===== config.mk =====
export PLATFORM = sky130hd
export DESIGN_NAME = omp_row
export DESIGN_NICKNAME = d
export VERILOG_FILES = /design/src/omp_pkg.sv /design/src/omp_ram.sv /design/src/omp_row.sv
export SDC_FILE = /design/constraint.sdc
export NUM_CORES = 1
export LEC_CHECK = 0
export BUFFER_PORTS_ARGS = -buffer_cell sky130_fd_sc_hd__buf_2
export CAP_MARGIN = 10
export CELL_PAD_IN_SITES_DETAIL_PLACEMENT = 0
export CELL_PAD_IN_SITES_GLOBAL_PLACEMENT = 1
export CORE_MARGIN = 5
export CORE_UTILIZATION = 52
export CTS_CLUSTER_DIAMETER = 150
export DETAILED_ROUTE_END_ITERATION = 6
export GPL_ROUTABILITY_DRIVEN = 0
export PLACE_DENSITY = 0.82
export SYNTH_ARGS = -nofsm -noshare
export SYNTH_HDL_FRONTEND = slang
export SYNTH_SLANG_ARGS = --single-unit

===== constraint.sdc =====
create_clock -name clock -period 8.7 [get_ports clock]
set_clock_uncertainty 0.2 [all_clocks]
set_input_delay 0.435 -clock clock [delete_from_list [all_inputs] [get_ports clock]]
set_output_delay 0.435 -clock clock [all_outputs]
set_load 0.01 [all_outputs]

===== src/omp_pkg.sv =====
`timescale 1ns / 1ps
`default_nettype none

package omp_pkg;

   // Operand and accumulator formats
   localparam int LANES = 8;
   localparam int ACC_W = 48;
   localparam int A_W   = 16;
   localparam int B_W   = 16;
   localparam int P_W   = A_W + B_W;
   localparam int COL_W = 3;

   localparam logic signed [ACC_W-1:0] ACC_MAX = {1'b0, {(ACC_W-1){1'b1}}};
   localparam logic signed [ACC_W-1:0] ACC_MIN = {1'b1, {(ACC_W-1){1'b0}}};
   localparam logic signed [A_W-1:0]   A_MAX   = {1'b0, {(A_W-1){1'b1}}};
   localparam logic signed [A_W-1:0]   A_MIN   = {1'b1, {(A_W-1){1'b0}}};

   // Request codes; code 3 is unused and does nothing
   typedef enum logic [1:0] {
      REQ_LOAD = 2'd0,
      REQ_MAC  = 2'd1,
      REQ_READ = 2'd2
   } req_code_type;

   // Controls for the operand register of a row (accept cycle)
   typedef struct packed {
      logic load_en;
      logic use_product;
   } op_ctrl_type;

   // Controls for the accumulate stage of a row
   typedef struct packed {
      logic do_write;
      logic is_mac;
      logic fwd_hit;
      logic col_valid;
   } row_ctrl_type;

   // Clamp a 48-bit lane to a Q1.15 operand
   function automatic logic signed [A_W-1:0] sat_a(input logic signed [ACC_W-1:0] v);
      logic fits;
      fits = (v[ACC_W-1:A_W-1] == {(ACC_W-A_W+1){1'b0}}) ||
             (v[ACC_W-1:A_W-1] == {(ACC_W-A_W+1){1'b1}});
      if (fits) begin
         return v[A_W-1:0];
      end else if (v[ACC_W-1]) begin
         return A_MIN;
      end else begin
         return A_MAX;
      end
   endfunction

endpackage

`default_nettype wire


===== src/omp_ram.sv =====
`timescale 1ns / 1ps
`default_nettype none

module omp_ram #(
   parameter int WIDTH = 48,
   parameter int DEPTH = 8
) (
   input  wire logic                                 clock,
   input  wire logic                                 wr_en,
   input  wire logic [(DEPTH > 1 ? $clog2(DEPTH) : 1)-1:0] wr_addr,
   input  wire logic [WIDTH-1:0]                     wr_data,
   input  wire logic [(DEPTH > 1 ? $clog2(DEPTH) : 1)-1:0] rd_addr,
   output logic      [WIDTH-1:0]                     rd_data
);

   logic [WIDTH-1:0] mem_ff [DEPTH];
   logic [WIDTH-1:0] rd_data_ff;

   // One write port, one registered read port (read-first)
   always_ff @(posedge clock) begin
      if (wr_en) begin
         mem_ff[wr_addr] <= wr_data;
      end
      rd_data_ff <= mem_ff[rd_addr];
   end

   assign rd_data = rd_data_ff;

endmodule

`default_nettype wire


===== src/omp_row.sv =====
`timescale 1ns / 1ps
`default_nettype none

module omp_row #(
   parameter int COLS   = 8,
   parameter int COL_AW = 3
) (
   input  wire logic                               clock,
   input  wire omp_pkg::op_ctrl_type               op_ctrl,
   input  wire logic signed [omp_pkg::ACC_W-1:0]   lane,
   input  wire logic signed [omp_pkg::B_W-1:0]     b_value,
   input  wire logic [COL_AW-1:0]                  rd_addr,
   input  wire omp_pkg::row_ctrl_type              row_ctrl,
   input  wire logic [COL_AW-1:0]                  wr_addr,
   output logic signed [omp_pkg::ACC_W-1:0]        acc_value,
   output logic                                    sat_hit
);

   logic signed [omp_pkg::A_W-1:0]   a_op;
   logic signed [omp_pkg::P_W-1:0]   product;
   logic signed [omp_pkg::ACC_W-1:0] op_in;
   logic signed [omp_pkg::ACC_W-1:0] op_ff;
   logic signed [omp_pkg::ACC_W-1:0] fwd_in;
   logic signed [omp_pkg::ACC_W-1:0] fwd_ff;
   logic [omp_pkg::ACC_W-1:0]        ram_q;
   logic signed [omp_pkg::ACC_W-1:0] old_value;
   logic signed [omp_pkg::ACC_W:0]   sum_wide;
   logic signed [omp_pkg::ACC_W-1:0] new_value;

   // Accept cycle: product of clamped A and B, or the load value
   assign a_op    = omp_pkg::sat_a(lane);
   assign product = a_op * b_value;
   assign op_in   = op_ctrl.use_product
                  ? {{(omp_pkg::ACC_W-omp_pkg::P_W){product[omp_pkg::P_W-1]}}, product}
                  : lane;

   always_ff @(posedge clock) begin
      if (op_ctrl.load_en) begin
         op_ff <= op_in;
      end
   end

   // Accumulator column storage for this row
   omp_ram #(
      .WIDTH (omp_pkg::ACC_W),
      .DEPTH (COLS)
   ) u_acc_ram (
      .clock   (clock),
      .wr_en   (row_ctrl.do_write),
      .wr_addr (wr_addr),
      .wr_data (new_value),
      .rd_addr (rd_addr),
      .rd_data (ram_q)
   );

   // Current value: last-cycle write bypass, else storage, else reset value
   always_comb begin
      if (row_ctrl.fwd_hit) begin
         old_value = fwd_ff;
      end else if (row_ctrl.col_valid) begin
         old_value = ram_q;
      end else begin
         old_value = '0;
      end
   end

   // Saturating 48-bit accumulate
   assign sum_wide = {old_value[omp_pkg::ACC_W-1], old_value} + {op_ff[omp_pkg::ACC_W-1], op_ff};

   always_comb begin
      sat_hit   = 1'b0;
      new_value = op_ff;
      if (row_ctrl.is_mac) begin
         if (sum_wide[omp_pkg::ACC_W] != sum_wide[omp_pkg::ACC_W-1]) begin
            sat_hit   = 1'b1;
            new_value = sum_wide[omp_pkg::ACC_W] ? omp_pkg::ACC_MIN : omp_pkg::ACC_MAX;
         end else begin
            new_value = sum_wide[omp_pkg::ACC_W-1:0];
         end
      end
   end

   // Hold the last written value for the bypass
   assign fwd_in = new_value;

   always_ff @(posedge clock) begin
      if (row_ctrl.do_write) begin
         fwd_ff <= fwd_in;
      end
   end

   assign acc_value = old_value;

endmodule

`default_nettype wire


## Word level (Yosys, flattened, before mapping)

Memory sizes are Yosys's and may differ from the RTL's. A register that Yosys moved wholly into a read port is not among the register bits.
Cells that the tools add are included.
Widths: inputs -> output; s select.

- Reduce and logical (&&, ||, !) cells: 2
- $mul: 1
- Mux-type cells: 12
- Add/sub/neg operators: 1
- Equal/unequal tests: 2

Operator list:

| operator | number |
|---|---|
| $mux 48 | 6 |
| $add 48x48->49 | 1 |
| $eq 33x33->1 const B | 1 |
| $logic_not 33->1 | 1 |
| $mul 16x16->32 | 1 |
| $mux 16 | 2 |
| $mux 1 | 4 |
| $logic_or 1x1->1 | 1 |
| $ne 1x1->1 | 1 |

- Bits of input ports: 77
- Memory bits (writable): 384
- Memories kept: 1
- Bits in registers: 96

Memories:

| name | words | bits a word | rd ports | clocked after Yosys merged registers in | wr ports | RTL line | source |
|---|---|---|---|---|---|---|---|
| u_acc_ram.mem_ff | 8 | 48 | 1 | 1 | 1 | omp_ram.sv:16 | `logic [WIDTH-1:0] mem_ff [DEPTH];` |

## Depth between registers and ports, before layout

- Depth in word-level cells: 6
- Gate-level depth with buffers: 32
- Gate-level depth less buffers: 29

## Hierarchy

A second synthesis with hierarchy kept.

- Cells, all modules: 2572
- Area total of the unflattened synthesis: 33365.8 µm²

Modules (own cells, without submodules):

| module | seq. area each (µm²) | cells each | area an instance (µm²) | instances |
|---|---|---|---|---|
| omp_row | 2882.8 | 1956 | 17745.8 | 1 |
| omp_ram | 12492.0 | 616 | 15620.0 | 1 |

## Worst setup path after synthesis

No wires, ideal clock.

- Path type: input -> register
- From: in lane[30] (netlist bit)
- To: reg op_ff[37] (netlist bit) (data pin)
- Path buffers: 3
- Required time: 8230 ps
- Arrival time: 7113 ps
- Cell stages on the path: 27
- Setup slack: 1117 ps
- Cell sequence: nand4_1 -> nor4_1 -> a21oi_1 -> clkbuf_1 -> nor2_1 -> clkbuf_1 -> nand2_1 -> fa_1 -> inv_1 -> fa_1 -> fa_1 -> fa_1 -> fa_1 -> inv_1 -> fa_1 -> inv_1 -> ha_1 -> and3_1 -> and2_1 -> nand3_1 -> nor3_1 -> o21ai_1 -> o31ai_1 -> a211oi_1 -> a211oi_2 -> clkbuf_1 -> o21ai_0

- Cells in the longest elaborated chain, start to end: 5
- Elaborated cells between the ends (all ways): 6
- Those cells by class: mul (1); eq/ne (1); mux (2); reduce/logical (2)

Ends and longest elaborated chain:

| element | RTL line | source |
|---|---|---|
| start, declared | omp_row.sv:10 | `input wire logic signed [omp_pkg::ACC_W-1:0] lane,` |
| $eq 33x33->1 or $logic_not 33->1 (tied branches) | omp_pkg.sv:44, omp_pkg.sv:43 |  |
| $logic_or 1x1->1 (*) | omp_pkg.sv:43 | `fits = (v[ACC_W-1:A_W-1] == {(ACC_W-A_W+1){1'b0}}) \|\|` |
| $mux 16 (*) | omp_pkg.sv:45 | `if (fits) begin` |
| $mul 16x16->32 (*) | omp_row.sv:32 | `assign product = a_op * b_value;` |
| $mux 48 (*) | omp_row.sv:34 | `? {{(omp_pkg::ACC_W-omp_pkg::P_W){product[omp_pkg::P_W-1]}}, product}` |
| named net op_in (one bit) | omp_row.sv:21 | `logic signed [omp_pkg::ACC_W-1:0] op_in;` |
| end signal, assigned | omp_row.sv:39 | `op_ff <= op_in;` |
| end, declared | omp_row.sv:22 | `logic signed [omp_pkg::ACC_W-1:0] op_ff;` |

Mark *: on every way through the listed nets, which the timed path passes. The rest lies on a longest branch.
A chain may end at the register's enable or synchronous reset.

## Worst setup path in the final report

- From: in lane[38] (netlist bit)
- To: reg op_ff[28] (netlist bit) (data pin)

The elaborated chain is that of the path after synthesis.

==> results.txt <==
P per Cell Area -> 442 nW/um^2
Die W -> 263 um
Ports -> 126
Post-DP HPWL -> 57300 um
Final net count -> 3170
Fillers -> 5061
Area Growth Syn to Fin -> 9.54%
Routed Wire Length -> 82300 um
Yosys cell types -> 83
Post-synth EDFFs -> 480
Root Driver -> clkbuf_16
Outcome -> completed
Crit Path Class -> primary input to flop
Max-slew violations -> 0
Tmin final -> 7.94 ns
Switch Pwr -> 0.00688 W
Die height -> 263 um
DRT iter0 DRCs -> 1787
Leak -> 14.9 nW
Port Buf Inserts -> 125
Worst vdd ir -> 0.000491 V
DR vias/cell -> 5.83
Worst path slowest cell -> fa_1
TritonCTS Sinks -> 528
Total track usage -> 23.8%
Latest clock arrival within the worst-skew pair -> 0.57 ns
CTS tree -> built
Clock transition at path regs -> 0.06 ns
# resized after CTS -> 0
Htree depth -> 2
Avg WL per Cell -> 23.0 um
Hold WC Path Type -> primary input to flop
Synth top area cells -> edfxtp_1 43%, fa_1 16%, mux4_2 6.5%, ha_1 4.9%, inv_1 4.3%
Post-synth top area share -> 43.3%
Initial antenna violation count -> 0
Max Freq -> 0.126 GHz
ANT cells -> 0
Routed Antenna Nets -> 0
Fin Setup TNS -> 0 ns
Initial Util -> 52.6%
Synthesized area per cell -> 12.8 um^2
Post-CTS Setup Bufs -> 0
RSZ-0062 raised after global routing -> no
Design Power -> 0.0161 W
GRT overflow -> 0
Power share of the sequential group -> 26.5%
Post-synth ARST share -> 0%
Post-Syn Area -> 33300 um^2
CP Max Fanout -> 18
Initial DRT Pass Iterations -> 6
Max-cap violations -> 0
Final setup violation count -> 0
Int Pwr -> 0.00924 W
Clk buf depth -> 3
Syn_nets -> 3071
Final hold violation count -> 0
CP Launch Type -> primary input
Clock share of power -> 13.1%
Worst path most repeated cell -> fa_1
Seq/Total Area, Yosys -> 46.2%
Ys Warns -> 0
Fraction of layout cells with a size suffix above 1 -> 16.2%
Via count -> 20910
Placeable Area -> 63200 um^2
Switch share -> 42.7%
Synth area leader -> edfxtp_1
Post-synthesis sequential element count -> 528
Worst-Margin Slew -> 1.06 ns
Worst path max stage delay -> 0.58 ns
Ys flop type -> edfxtp_1
WP data required -> 8.80 ns
Period utilisation layout -> 91.3%
Hold buffers post-CTS -> 0
TritonCTS Buffers -> 47
Rel. slew slack -> 29.4%
Row count -> 92
Crit path arrival time -> 8.04 ns
FF-to-FF setup slack -> 3.51 ns
Die area -> 69100 um^2
Largest net degree at the start of global routing -> 65
Post-Synthesis Cells -> 2601
Vias in the first global route -> 22162
Worst setup EP type -> flop
First-pass GRT wire length -> 129000 um
Comb power frac -> 60.4%
DRC Markers -> 0
worst max-delay path: cells and delay by family:
family          cells  cell delay (ns)
compound gates      5             1.13
fa+ha+maj           7             3.46
buf+inv             6             0.68
simple gates        8             2.34
synthesized netlist by cell type (22+ instances only):
master	count
edfxtp_1	480
inv_1	378
fa_1	263
nand2_1	159
and2_1	133
ha_1	130
nor2_1	110
mux4_2	96
clkbuf_1	94
a21oi_1	83
mux2_2	71
o21ai_0	70
a21o_1	48
dfxtp_1	48
a22o_1	47
xnor2_1	42
o22ai_1	40
nand3_1	27
xor2_1	23
nand4_1	22
final timing paths:
kind / startpoint / end / depth (start not counted)
worst min register to register: u_acc_ram.mem_ff[7][31] / u_acc_ram.rd_data[31] / 2
worst max-delay path: lane[38] / op_ff[28] / 26
worst max register to register: fwd_ff[0] / u_acc_ram.mem_ff[5][13] / 14
worst min-delay path: lane[15] / op_ff[15] / 2
per-layer routing:
layer	global-route usage [%]	routed length, um
met2	40.6	40200
met1	32.2	33800
met4	6.47	2530
met3	3.72	5750
met5	0	0
power by group through the flow:
stage          clock network (W)  logic (W)  registers (W)
6_report                 0.00211    0.00974        0.00427
5_1_grt                  0.00226     0.0110        0.00430
4_1_cts                  0.00215    0.00971        0.00426
3_5_place_dp                   0    0.00963        0.00432
3_3_place_gp                   0    0.00943        0.00429
2_1_floorplan                  0    0.00738        0.00421
flip-flops by register name (all words and copies together), names as in the netlist:
name,flops
fwd_ff,48
u_acc_ram.mem_ff,384
op_ff,48
u_acc_ram.rd_data,48
cell families after synthesis:
group	Yosys count	share of synthesized area, %
buf+inv	498	5.77
fa+ha+maj	396	20.8
compound gates	403	8.30
flops	528	46.2
xor+xnor	65	1.71
simple gates	539	8.15
mux	172	9.05
cells in the final DEF, fill, tap and decap left out, types with 10 or more instances in the layout:
master / count
a22o_1: 47
nand3_1: 27
nor2_1: 104
mux2_2: 71
buf_4: 46
and3_1: 11
and2_1: 133
o21ai_0: 70
ha_1: 130
o211ai_1: 10
buf_2: 123
o21a_1: 12
nor4_1: 13
fa_1: 263
clkbuf_16: 47
edfxtp_1: 480
nand2_1: 159
xor2_1: 23
nand2b_1: 15
nand4_1: 22
xnor2_1: 42
a21o_1: 48
dfxtp_1: 48
mux4_2: 96
a21oi_1: 83
nor3_1: 12
o22ai_1: 40
inv_1: 378
clkbuf_1: 13
metrics by stage:
step           setup WS, ns  cells  hold slack (ns)  area [um^2]  util, %
6_report              0.759   3584           0.0373        36400     57.7
5_1_grt               0.376   3584           0.0236        36400     57.7
4_1_cts               0.885   3584           0.0137        36400     57.7
3_5_place_dp          0.330   3497            0.472        34900     55.2
3_3_place_gp          0.399   3497            0.462        34900     55.2
2_1_floorplan          1.12   2601            0.347        33300        -
area by class of cell:
cell class              instances  area (um^2)  area share, %
clock buffers                  62         1250           3.44
clock inverters                25          325          0.893
inverters                     378         1420           3.89
multi-input cells            1575        16000           44.0
flip-flops and latches        528        15400           42.2
well taps                     846         1060           2.90
repair buffers                170          972           2.67
(Power assumes the default switching activity.)
